===== config.mk =====
export PLATFORM = sky130hd
export DESIGN_NAME = epaper_dirty_region_refresh_policy
export DESIGN_NICKNAME = d
export VERILOG_FILES = /design/src/sv/edrrp_pkg.sv /design/src/sv/epaper_dirty_region_refresh_policy.sv
export VERILOG_INCLUDE_DIRS = /design/src /design/src/sv
export SDC_FILE = /design/constraint.sdc
export NUM_CORES = 2
export LEC_CHECK = 0
export ABC_AREA = 0
export BUFFER_PORTS_ARGS = -buffer_cell sky130_fd_sc_hd__clkbuf_2
export CAP_MARGIN = 20
export CORE_MARGIN = 1
export CORE_UTILIZATION = 25
export CTS_CLUSTER_SIZE = 24
export DETAILED_ROUTE_END_ITERATION = 6
export PLACE_DENSITY_LB_ADDON = 0.3
export SLEW_MARGIN = 20
export SYNTH_ARGS = -nofsm -noshare
export SYNTH_HDL_FRONTEND = slang
export SYNTH_SLANG_ARGS = --single-unit

===== constraint.sdc =====
create_clock -name clk_i -period 26.8 [get_ports clk_i]
set_clock_uncertainty 0.05 [all_clocks]
set_input_delay 2.68 -clock clk_i [delete_from_list [all_inputs] [get_ports clk_i]]
set_output_delay 2.68 -clock clk_i [all_outputs]
set_load 0.005 [all_outputs]

===== src/sv/epaper_dirty_region_refresh_policy_macros.svh =====
// assertion helpers shared by the refresh policy block
`ifndef EPAPER_DIRTY_REGION_REFRESH_POLICY_MACROS_SVH
`define EPAPER_DIRTY_REGION_REFRESH_POLICY_MACROS_SVH

// same-cycle property, checked outside reset
`define EDRRP_ASSERT(name, prop, msg) \
  name: assert property (@(posedge clk_i) disable iff (!rst_ni) prop) else $error(msg);

// condition now implies a consequence in the next cycle, checked outside reset
`define EDRRP_ASSERT_NEXT(name, pre, post, msg) \
  name: assert property (@(posedge clk_i) disable iff (!rst_ni) pre |=> post) else $error(msg);

`endif


===== src/sv/edrrp_pkg.sv =====
package edrrp_pkg;

  // input item modes
  localparam logic [2:0] MODE_MARK     = 3'd0;
  localparam logic [2:0] MODE_CLIP     = 3'd1;
  localparam logic [2:0] MODE_FLUSH    = 3'd2;
  localparam logic [2:0] MODE_REQ_FULL = 3'd3;
  localparam logic [2:0] MODE_CLEAR    = 3'd4;
  localparam logic [2:0] MODE_FULL     = 3'd5;

  // refresh kinds in a result item
  localparam logic [1:0] KIND_NONE = 2'd0;
  localparam logic [1:0] KIND_FULL = 2'd1;
  localparam logic [1:0] KIND_FAST = 2'd2;

  // configuration register indexes
  localparam logic [2:0] REG_MARGIN_LEFT   = 3'd0;
  localparam logic [2:0] REG_MARGIN_TOP    = 3'd1;
  localparam logic [2:0] REG_PANEL_WIDTH   = 3'd2;
  localparam logic [2:0] REG_PANEL_HEIGHT  = 3'd3;
  localparam logic [2:0] REG_FULL_INTERVAL = 3'd4;

  localparam int unsigned CFG_IDX_W  = 3;
  localparam int unsigned CFG_DATA_W = 11;

  // register reset values
  localparam logic [10:0] PANEL_WIDTH_RST   = 11'd800;
  localparam logic [10:0] PANEL_HEIGHT_RST  = 11'd480;
  localparam logic [7:0]  FULL_INTERVAL_RST = 8'd30;

  // fast refresh count saturates here
  localparam logic [7:0] COUNT_MAX = 8'd255;

  typedef struct packed {
    logic [2:0]         mode;
    logic signed [11:0] rect_x;
    logic signed [11:0] rect_y;
    logic signed [11:0] rect_w;
    logic signed [11:0] rect_h;
  } in_item_t;

  typedef struct packed {
    logic [1:0]  refresh_kind;
    logic [10:0] region_x0;
    logic [10:0] region_y0;
    logic [10:0] region_x1;
    logic [10:0] region_y1;
    logic [7:0]  fast_count;
  } out_item_t;

endpackage


===== src/sv/epaper_dirty_region_refresh_policy.sv =====
// Dirty region refresh policy: marks are offset by the margins, clamped to the panel and
// merged into a bounding box; a flush intersects the box with the one-shot clip and picks
// no, full or fast refresh. Every item yields one result item. The block takes one item per
// clock while the output is not stalled: an item sits in the input register, its whole effect
// on the stored box, clip, flags and fast count is worked out combinationally there, and the
// result is registered in the output register. The update of the stored state, including
// the area multiply and compare, is combinational, which sets that rate. A stalled output
// holds the result and the input register; the input stalls only while both are full.
`include "epaper_dirty_region_refresh_policy_macros.svh"

module epaper_dirty_region_refresh_policy #(
  parameter int COORD_BITS = 11
) (
  input  logic                                 clk_i,
  input  logic                                 rst_ni,
  input  logic                                 cfg_we_i,
  input  logic [edrrp_pkg::CFG_IDX_W-1:0]      cfg_idx_i,
  input  logic [edrrp_pkg::CFG_DATA_W-1:0]     cfg_data_i,
  input  logic                                 in_valid_i,
  output logic                                 in_stall_o,
  input  edrrp_pkg::in_item_t                  in_item_i,
  output logic                                 out_valid_o,
  input  logic                                 out_stall_i,
  output edrrp_pkg::out_item_t                 out_item_o
);

  // working width for signed coordinate math
  localparam int WW    = ((COORD_BITS > 14) ? COORD_BITS : 14) + 1;
  localparam int DW    = COORD_BITS + 1;
  localparam int CMP_W = ((2 * DW + 2) > 24) ? (2 * DW + 2) : 24;

  typedef logic signed [WW-1:0] work_t;

  // configuration registers
  logic [7:0]  margin_left_q, margin_top_q, full_interval_q;
  logic [10:0] panel_width_q, panel_height_q;

  // pipeline registers
  logic                 s1_valid_q;
  edrrp_pkg::in_item_t  s1_q;
  logic                 out_valid_q;
  edrrp_pkg::out_item_t out_q;
  logic                 s1_adv, in_acc, proc;

  // policy state
  logic                  dirty_valid_q, dirty_valid_d;
  logic [COORD_BITS-1:0] dirty_q [4];
  logic [COORD_BITS-1:0] dirty_d [4];
  logic                  clip_valid_q, clip_valid_d;
  logic [COORD_BITS-1:0] clip_q [4];
  logic [COORD_BITS-1:0] clip_d [4];
  logic                  force_full_q, force_full_d;
  logic                  init_q, init_d;
  logic [7:0]            cnt_q, cnt_d;

  // combinational working signals
  work_t                 ox, oy, mx, my, mw, mh, pw, ph;
  work_t                 mk_x0, mk_y0, mk_x1e, mk_y1e, mk_x1, mk_y1;
  work_t                 st_x0, st_y0, st_x1, st_y1;
  work_t                 cx0, cy0, cx1, cy1;
  logic                  mark_en, mk_ok, dv_m, fl_en, cv, ff, fl_empty, huge, full;
  logic [COORD_BITS-1:0] bm [4];
  logic [COORD_BITS-1:0] fx0, fy0, fx1, fy1;
  logic [DW-1:0]         dx, dy;
  logic [2*DW-1:0]       area;
  logic [21:0]           panel_prod;
  logic [23:0]           panel3;
  edrrp_pkg::out_item_t  res;

  // configuration writes
  always_ff @(posedge clk_i or negedge rst_ni) begin
    if (!rst_ni) begin
      margin_left_q   <= '0;
      margin_top_q    <= '0;
      panel_width_q   <= edrrp_pkg::PANEL_WIDTH_RST;
      panel_height_q  <= edrrp_pkg::PANEL_HEIGHT_RST;
      full_interval_q <= edrrp_pkg::FULL_INTERVAL_RST;
    end else if (cfg_we_i) begin
      unique case (cfg_idx_i)
        edrrp_pkg::REG_MARGIN_LEFT:   margin_left_q   <= cfg_data_i[7:0];
        edrrp_pkg::REG_MARGIN_TOP:    margin_top_q    <= cfg_data_i[7:0];
        edrrp_pkg::REG_PANEL_WIDTH:   panel_width_q   <= cfg_data_i[10:0];
        edrrp_pkg::REG_PANEL_HEIGHT:  panel_height_q  <= cfg_data_i[10:0];
        edrrp_pkg::REG_FULL_INTERVAL: full_interval_q <= cfg_data_i[7:0];
        default: ;
      endcase
    end
  end

  // handshake: input register moves on when the output register is free or draining
  assign s1_adv     = !out_valid_q || !out_stall_i;
  assign in_stall_o = s1_valid_q && !s1_adv;
  assign in_acc     = in_valid_i && !in_stall_o;
  assign proc       = s1_valid_q && s1_adv;

  always_ff @(posedge clk_i or negedge rst_ni) begin
    if (!rst_ni) begin
      s1_valid_q <= 1'b0;
    end else if (in_acc) begin
      s1_valid_q <= 1'b1;
    end else if (s1_adv) begin
      s1_valid_q <= 1'b0;
    end
  end

  always_ff @(posedge clk_i) begin
    if (in_acc) begin
      s1_q <= in_item_i;
    end
  end

  // mark rectangle: offset, clamp and merge into the dirty box
  always_comb begin
    ox = work_t'(s1_q.rect_x) + work_t'(margin_left_q);
    oy = work_t'(s1_q.rect_y) + work_t'(margin_top_q);
    pw = work_t'(panel_width_q);
    ph = work_t'(panel_height_q);
    mark_en = (s1_q.mode == edrrp_pkg::MODE_MARK) || (s1_q.mode == edrrp_pkg::MODE_CLEAR) ||
              (s1_q.mode == edrrp_pkg::MODE_FULL);
    if (s1_q.mode == edrrp_pkg::MODE_MARK) begin
      mx = ox;
      my = oy;
      mw = work_t'(s1_q.rect_w);
      mh = work_t'(s1_q.rect_h);
    end else begin
      mx = '0;
      my = '0;
      mw = pw;
      mh = ph;
    end
    mk_x0  = (mx > work_t'(0)) ? mx : work_t'(0);
    mk_y0  = (my > work_t'(0)) ? my : work_t'(0);
    mk_x1e = (pw < mx + mw) ? pw : mx + mw;
    mk_y1e = (ph < my + mh) ? ph : my + mh;
    mk_x1  = mk_x1e - work_t'(1);
    mk_y1  = mk_y1e - work_t'(1);
    mk_ok  = mark_en && (mw > work_t'(0)) && (mh > work_t'(0)) &&
             (mk_x1e > mk_x0) && (mk_y1e > mk_y0);
    st_x0  = work_t'(dirty_q[0]);
    st_y0  = work_t'(dirty_q[1]);
    st_x1  = work_t'(dirty_q[2]);
    st_y1  = work_t'(dirty_q[3]);
    if (!mk_ok) begin
      bm = dirty_q;
    end else if (!dirty_valid_q) begin
      bm[0] = COORD_BITS'(mk_x0);
      bm[1] = COORD_BITS'(mk_y0);
      bm[2] = COORD_BITS'(mk_x1);
      bm[3] = COORD_BITS'(mk_y1);
    end else begin
      bm[0] = COORD_BITS'((st_x0 < mk_x0) ? st_x0 : mk_x0);
      bm[1] = COORD_BITS'((st_y0 < mk_y0) ? st_y0 : mk_y0);
      bm[2] = COORD_BITS'((st_x1 > mk_x1) ? st_x1 : mk_x1);
      bm[3] = COORD_BITS'((st_y1 > mk_y1) ? st_y1 : mk_y1);
    end
    dv_m = dirty_valid_q || mk_ok;
  end

  // clip rectangle clamp
  always_comb begin
    cx0 = (ox > work_t'(0)) ? ox : work_t'(0);
    cy0 = (oy > work_t'(0)) ? oy : work_t'(0);
    cx1 = (pw - work_t'(1) < ox + work_t'(s1_q.rect_w) - work_t'(1)) ?
          pw - work_t'(1) : ox + work_t'(s1_q.rect_w) - work_t'(1);
    cy1 = (ph - work_t'(1) < oy + work_t'(s1_q.rect_h) - work_t'(1)) ?
          ph - work_t'(1) : oy + work_t'(s1_q.rect_h) - work_t'(1);
  end

  // flush: intersect with the clip, area test and refresh choice
  always_comb begin
    fl_en = (s1_q.mode == edrrp_pkg::MODE_FLUSH) || (s1_q.mode == edrrp_pkg::MODE_FULL);
    cv    = clip_valid_q && (s1_q.mode != edrrp_pkg::MODE_FULL);
    ff    = force_full_q || (s1_q.mode == edrrp_pkg::MODE_FULL);
    fx0   = (cv && (clip_q[0] > bm[0])) ? clip_q[0] : bm[0];
    fy0   = (cv && (clip_q[1] > bm[1])) ? clip_q[1] : bm[1];
    fx1   = (cv && (clip_q[2] < bm[2])) ? clip_q[2] : bm[2];
    fy1   = (cv && (clip_q[3] < bm[3])) ? clip_q[3] : bm[3];
    fl_empty   = (fx1 < fx0) || (fy1 < fy0);
    dx         = DW'(fx1) - DW'(fx0) + DW'(1);
    dy         = DW'(fy1) - DW'(fy0) + DW'(1);
    area       = (2 * DW)'(dx) * (2 * DW)'(dy);
    panel_prod = 22'(panel_width_q) * 22'(panel_height_q);
    panel3     = {1'b0, panel_prod, 1'b0} + 24'(panel_prod);
    huge       = CMP_W'({area, 2'b00}) > CMP_W'(panel3);
    full       = init_q || ff || huge || (cnt_q >= full_interval_q);
  end

  // next state and result item
  always_comb begin
    dirty_valid_d = dirty_valid_q;
    dirty_d       = dirty_q;
    clip_valid_d  = clip_valid_q;
    clip_d        = clip_q;
    force_full_d  = force_full_q;
    init_d        = init_q;
    cnt_d         = cnt_q;
    res           = '0;
    res.refresh_kind = edrrp_pkg::KIND_NONE;

    // per-mode updates before any flush
    unique case (s1_q.mode)
      edrrp_pkg::MODE_MARK: begin
        dirty_valid_d = dv_m;
        dirty_d       = bm;
      end
      edrrp_pkg::MODE_CLIP: begin
        if ((s1_q.rect_w <= 12'sd0) || (s1_q.rect_h <= 12'sd0)) begin
          clip_valid_d = 1'b0;
        end else if ((cx1 >= cx0) && (cy1 >= cy0)) begin
          clip_d[0]    = COORD_BITS'(cx0);
          clip_d[1]    = COORD_BITS'(cy0);
          clip_d[2]    = COORD_BITS'(cx1);
          clip_d[3]    = COORD_BITS'(cy1);
          clip_valid_d = 1'b1;
        end else begin
          clip_valid_d = 1'b0;
        end
      end
      edrrp_pkg::MODE_REQ_FULL: begin
        force_full_d = 1'b1;
      end
      edrrp_pkg::MODE_CLEAR: begin
        dirty_valid_d = dv_m;
        dirty_d       = bm;
        force_full_d  = 1'b1;
      end
      edrrp_pkg::MODE_FULL: begin
        dirty_valid_d = dv_m;
        dirty_d       = bm;
        force_full_d  = 1'b1;
        clip_valid_d  = 1'b0;
      end
      default: ;
    endcase

    // flush of a dirty region
    if (fl_en && dv_m) begin
      dirty_valid_d = 1'b0;
      clip_valid_d  = 1'b0;
      force_full_d  = 1'b0;
      if (!fl_empty) begin
        if (full) begin
          res.refresh_kind = edrrp_pkg::KIND_FULL;
          cnt_d            = '0;
          init_d           = 1'b0;
        end else begin
          res.refresh_kind = edrrp_pkg::KIND_FAST;
          if (cnt_q != edrrp_pkg::COUNT_MAX) begin
            cnt_d = cnt_q + 8'd1;
          end
        end
        res.region_x0 = 11'(fx0);
        res.region_y0 = 11'(fy0);
        res.region_x1 = 11'(fx1);
        res.region_y1 = 11'(fy1);
      end
    end
    res.fast_count = cnt_d;
  end

  // policy state registers
  always_ff @(posedge clk_i or negedge rst_ni) begin
    if (!rst_ni) begin
      dirty_valid_q <= 1'b0;
      dirty_q       <= '{default: '0};
      clip_valid_q  <= 1'b0;
      clip_q        <= '{default: '0};
      force_full_q  <= 1'b1;
      init_q        <= 1'b1;
      cnt_q         <= '0;
    end else if (proc) begin
      dirty_valid_q <= dirty_valid_d;
      dirty_q       <= dirty_d;
      clip_valid_q  <= clip_valid_d;
      clip_q        <= clip_d;
      force_full_q  <= force_full_d;
      init_q        <= init_d;
      cnt_q         <= cnt_d;
    end
  end

  // result register
  always_ff @(posedge clk_i or negedge rst_ni) begin
    if (!rst_ni) begin
      out_valid_q <= 1'b0;
    end else if (proc) begin
      out_valid_q <= 1'b1;
    end else if (!out_stall_i) begin
      out_valid_q <= 1'b0;
    end
  end

  always_ff @(posedge clk_i) begin
    if (proc) begin
      out_q <= res;
    end
  end

  assign out_valid_o = out_valid_q;
  assign out_item_o  = out_q;

  // checks
  `EDRRP_ASSERT(a_init_clears_on_full, $fell(init_q) |-> out_valid_q && (out_q.refresh_kind == edrrp_pkg::KIND_FULL), "initial full pending cleared without a full refresh")
  `EDRRP_ASSERT(a_fast_counts, out_valid_q && (out_q.refresh_kind == edrrp_pkg::KIND_FAST) |-> out_q.fast_count != 8'd0, "fast refresh reported with zero count")
  `EDRRP_ASSERT(a_none_zero_region, out_valid_q && (out_q.refresh_kind == edrrp_pkg::KIND_NONE) |-> (out_q.region_x0 == 11'd0) && (out_q.region_y0 == 11'd0) && (out_q.region_x1 == 11'd0) && (out_q.region_y1 == 11'd0), "region not zero on no refresh")
  `EDRRP_ASSERT_NEXT(a_s1_holds, s1_valid_q && !s1_adv, s1_valid_q && $stable(s1_q), "input register changed while blocked")

endmodule

* After elaboration in Yosys (flattened, before gate mapping)
Index checks and enable logic that the tools add are counted.
** Storage, ports and cells
- Bits in registers :: 253
- Bits of input ports :: 70
- Output and inout port bits :: 56
- Word-level logic and storage cells :: 182
** Cells by class
- Add/subtract/negate cells :: 18
- $mul :: 2
- $lt $le $gt $ge :: 28
- Equal/unequal tests :: 12
- Multiplexer cells :: 39
- Bitwise gates (word level) :: 3
- Reductions and logical operators :: 49
** Operators by type and width (count)
- $mux W15 :: 12
- $mux W11 :: 8
- $mux W44 :: 2
- $gt A15 B1 Y1 const B :: 4
- $lt A12 B15 Y1 :: 4
- $lt A11 B11 Y1 :: 4
- $mux W8 :: 4
- $add A15 B15 Y15 :: 2
- $ge A15 B15 Y1 :: 2
- $gt A12 B15 Y1 :: 2
- $gt A15 B15 Y1 :: 2
- $lt A15 B15 Y1 :: 2
- $sub A14 B2 Y15 const B :: 2
- $sub A15 B2 Y15 const B :: 2
- $add A13 B12 Y14 :: 2
- $add A12 B9 Y13 :: 2
- $gt A13 B1 Y1 const B :: 2
- $gt A26 B24 Y1 :: 1
- $add A12 B1 Y12 const B :: 2
- $add A23 B22 Y24 :: 1
- $le A12 B1 Y1 const B :: 2
- $mul A12 B12 Y24 :: 1
- $sub A11 B1 Y12 const B :: 2
- $sub A11 B11 Y12 :: 2
- other kinds (24) :: 82

* Logic depth before layout (Yosys ltp)
- Depth in word-level cells :: 22
- Depth in mapped cells :: 106
- Gate-level depth less buffers :: 97

* Worst setup path before layout
OpenSTA, ideal clock, no wires.
- Kind :: reg-to-reg
- Start point :: reg s1_q[49] (netlist name)
- End point :: reg out_q (netlist bit out_item_o[4]) (data pin)
- Setup time :: 130 ps
- Data arrival time :: 19484 ps
- Data required time :: 26620 ps
- Slack :: 7136 ps
- Cell stages (with the launch flop) :: 93
- Path buffers :: 13
- Period minus slack after synthesis :: 19664 ps
- Cells stage by stage :: edfxtp_1 > clkbuf_1 > or3_1 > clkbuf_1 > clkbuf_1 > clkbuf_1 > clkbuf_1 > clkbuf_1 > nor2_1 > ha_1 > inv_1 > fa_1 > ha_1 > a21o_1 > a21o_1 > a21oi_1 > nor2b_1 > o21ai_0 > [... 57 more ...] > fa_1 > inv_1 > ha_1 > or3_1 > o211a_1 > a211oi_1 > nor2_1 > o21a_1 > xor2_1 > ha_1 > nand4_1 > nor3_1 > nand3_1 > a31oi_1 > o211ai_1 > clkbuf_1 > a311oi_1 > o22a_1
** On the way
- Cells in the longest elaborated chain, start to end :: 22
- Elaborated cells between the ends (all ways) :: 73
** RTL lines
- start: declaration :: RTL line epaper_dirty_region_refresh_policy.sv:40 : edrrp_pkg::in_item_t s1_q;
- start signal: assignment :: RTL line epaper_dirty_region_refresh_policy.sv:108 : s1_q <= in_item_i;
- $logic_not A3 Y1 :: RTL line epaper_dirty_region_refresh_policy.sv:118, epaper_dirty_region_refresh_policy.sv:120
- $mux W15 :: RTL line epaper_dirty_region_refresh_policy.sv:120 : if (s1_q.mode == edrrp_pkg::MODE_MARK) begin
- $add A15 B15 Y15 :: RTL line epaper_dirty_region_refresh_policy.sv:134 : mk_y1e = (ph < my + mh) ? ph : my + mh;
- $lt A12 B15 Y1 :: RTL line epaper_dirty_region_refresh_policy.sv:134
- $mux W15 :: RTL line epaper_dirty_region_refresh_policy.sv:134
- $sub A15 B2 Y15 :: RTL line epaper_dirty_region_refresh_policy.sv:136 : mk_y1 = mk_y1e - work_t'(1);
- $gt A12 B15 Y1 :: RTL line epaper_dirty_region_refresh_policy.sv:154 : bm[3] = COORD_BITS'((st_y1 > mk_y1) ? st_y1 : mk_y1);
- $mux W11 :: RTL line epaper_dirty_region_refresh_policy.sv:154
- [... 5 more ...]
- net fy1[1] :: RTL line epaper_dirty_region_refresh_policy.sv:63 : logic [COORD_BITS-1:0] fx0, fy0, fx1, fy1;
- [... 1 more ...]
- $add A12 B1 Y12 :: RTL line epaper_dirty_region_refresh_policy.sv:180 : dy = DW'(fy1) - DW'(fy0) + DW'(1);
- $mul A12 B12 Y24 :: RTL line epaper_dirty_region_refresh_policy.sv:181 : area = (2 * DW)'(dx) * (2 * DW)'(dy);
- $gt A26 B24 Y1 :: RTL line epaper_dirty_region_refresh_policy.sv:184 : huge = CMP_W'({area, 2'b00}) > CMP_W'(panel3);
- $logic_or A1 B1 Y1 (2 in series) :: RTL line epaper_dirty_region_refresh_policy.sv:185 : full = init_q || ff || huge || (cnt_q >= full_interval_q);
- $mux W8 :: RTL line epaper_dirty_region_refresh_policy.sv:242 : if (full) begin
- $mux W8 (*) :: RTL line epaper_dirty_region_refresh_policy.sv:241 : if (!fl_empty) begin
- $mux W8 (*) :: RTL line epaper_dirty_region_refresh_policy.sv:237 : if (fl_en && dv_m) begin
- net cnt_d[4] :: RTL line epaper_dirty_region_refresh_policy.sv:54 : logic [7:0] cnt_q, cnt_d;
- end signal: assignment :: RTL line epaper_dirty_region_refresh_policy.sv:295 : out_q <= res;
- end: declaration :: RTL line epaper_dirty_region_refresh_policy.sv:42 : edrrp_pkg::out_item_t out_q;
The timed path passes the listed nets; every way through them passes the cells marked *.
A chain may end at the register's enable or synchronous reset.

* Worst setup path in the final report
- Start point :: reg s1_q[49] (netlist name)
- End point :: reg out_q (netlist bit out_item_o[1]) (data pin)
Same word-level chain as after synthesis.

==> impl_metrics.tcl <==
set metrics [dict create \
    fmax_mhz 46.6 \
    rsz0062_at_grt "no" \
    met1_usage 0.247 \
    rows 132 \
    async_reset_ff_frac 0.585 \
    synth_top_cells_by_count "ha_1 (502), inv_1 (499), nand2_1 (362)" \
    nets 4637 \
    ys_seq_area_frac 0.209 \
    drc 0 \
    avgViaCountPerCell 4.78 \
    fp.coreArea_sq_um 130000 \
    first_global_vias 26200 \
    path_max_fanout 29 \
    clkLatencyLatePin_ns 0.59 \
    required_ns 27.20 \
    drtPass1Iterations 5 \
    die_h_microns 364 \
    synth-edff-count 105 \
    fp.dieArea_sq_um 133000 \
    finalMaxSlewViolations 0 \
    wl_mm 106 \
    worst-path-buf-inv 13 \
    grt_util_met2 0.222 \
    antenna_found_initial 6 \
    gr-total-overflow 0 \
    io_buffers 125 \
    hold_depth 1 \
    critPathSlowestCell "or3_1" \
    hold_path.class "flop to flop" \
    status "finished, final reports clean" \
    yosys.area.top_type "ha_1" \
    initial_core_util 0.253 \
    end_kind "flop" \
    synth_most_common_cell "ha_1" \
    yosysWarningCount 0 \
    synth-seq-cells 253 \
    criticalPathCategory "flop to flop" \
    clkTransAtPathRegs_ns 0.06 \
    cts-resized-gates 0 \
    globalRoute.busiestLayer "met1" \
    setup_tns_ns 0 \
    ioPinCount 126 \
    min_period_over_period 0.801 \
    dp_hpwl_mm 86.8 \
    layout-drive-gt1-share 0.0950 \
    max_slew_margin 0.312 \
    numCtsBuffers 34 \
    crit_path_max_incr_delay_ns 0.78 \
    tightest_slew_ns 1.02 \
    yosysTopAreaCellShare 0.191 \
    grt_max_degree 89 \
    cts_hold_buf 0 \
    vias 27000 \
    dpl_cell_area_sq_um 35700 \
    ys_top_cells_by_area "ha_1 (19%), fa_1 (12%), dfrtp_1 (10%), edfxtp_1 (9.6%), inv_1 (5.7%)" \
    cts_sinks 253 \
    place.gp.congestion 0.915 \
    critPathTopFamily "adder cells" \
    post_synth.cell_area_avg_sq_um 8.71 \
    stdcell_area_sq_um 36800 \
    ctsHtreeMaxLevel 2 \
    period_needed_ns 21.47 \
    area_growth_pct 12.1 \
    setup_viol 0 \
    drv_cap 0 \
    worstPathArrival_ns 21.87 \
    cts-root-buf "clkbuf_16" \
    n_antenna_cell 0 \
    synth_area_sq_um 32800 \
    final_util 0.283 \
    cts_buffer_depth 3 \
    cp.depth 86 \
    wl_per_cell_microns 18.8 \
    met3_usage 0.0299 \
    cts_setup_buffers 0 \
    yosysUniqueCellTypes 97 \
    grt_usage 0.159 \
    fp.dieW_microns 364 \
    cts_tree "built" \
    grt_pass1_wl_mm 161 \
    hold_viol_final 0 \
    synth_flop_cell "dfrtp_1" \
    ff2ff_path_depth 86 \
    synthCells 3768 \
    ant_nets 0 \
    critPathLaunchType "flop" \
    drtIter0Drc 1953 \
]
registers in the layout (all words and copies together) (netlist names), 11 cells and up:
register	cells
dirty_q	44
clip_q	44
panel_width_q	11
out_item_o	54
panel_height_q	11
s1_q	51
cells by family after synthesis:
| family | count (synthesis) | synth area share |
|---|---|---|
| fa+ha+maj | 703 | 0.313 |
| compound gates | 813 | 0.165 |
| buf+inv | 633 | 0.0728 |
| xor+xnor | 171 | 0.0461 |
| mux | 117 | 0.0380 |
| other cells | 1 | 0.000114 |
| simple gates | 1077 | 0.156 |
| flops | 253 | 0.209 |
final timing paths:
check	slack [ns]	start	to
setup / recovery	5.33	s1_q[49]$_DFFE_PP_	out_item_o[1]$_DFFE_PP_
hold / removal	0.44	s1_valid_q$_DFFE_PN0P_	out_valid_o$_DFFE_PN0P_
setup reg to reg	5.33	s1_q[49]$_DFFE_PP_	out_item_o[1]$_DFFE_PP_
hold reg to reg	0.44	s1_valid_q$_DFFE_PN0P_	out_valid_o$_DFFE_PN0P_
max in group asynchronous	22.71	rst_ni	panel_height_q[10]$_DFFE_PN0P_
min in group asynchronous	1.98	rst_ni	dirty_q[18]$_DFFE_PN0P_
cell usage in the layout (no fill, tap or decap), types with 56 or more instances in the layout:
cell        n
mux2_2     56
edfxtp_1  105
a21oi_1   205
mux2i_1    59
fa_1      197
xor2_1     62
a21o_1     90
inv_1     498
o21a_1     60
o21ai_0   167
dfrtp_1   135
ha_1      502
clkbuf_2  124
xnor2_1   108
nor2_1    265
buf_4      61
and2_1     77
nand2b_1   56
nand2_1   362
nor3_1     61
routing by layer:
| layer | up-vias | routed length [microns] |
|---|---|---|
| met1 | 12900 | 55400 |
| met3 | 119 | 6940 |
| met2 | 732 | 41100 |
| met5 | - | 0 |
| met4 | 0 | 2370 |
| li1 | 13200 | - |
layout make-up:
class	instances	area, sq um
Clock buffer	43	905
Sequential cell	253	6870
Timing Repair Buffer	186	1090
Inverter	500	1880
Multi-Input combinational cell	2893	23700
Tap cell	1742	2180
Fill cell	14000	93000
Clock inverter	19	195
stage by stage:
stage / hold slack, ns / std cells / worst slack (ns)
2_1_floorplan: 0.389 / 3779 / 7.14
3_3_place_gp: 0.437 / 5574 / 5.87
3_5_place_dp: 0.452 / 5574 / 5.68
4_1_cts: 0.440 / 5636 / 5.59
5_1_grt: 0.479 / 5636 / 3.73
6_report: 0.438 / 5636 / 5.33
Power is not shown: default switching activity piles up to over one toggle a cycle in this logic, so the estimate is an artifact.
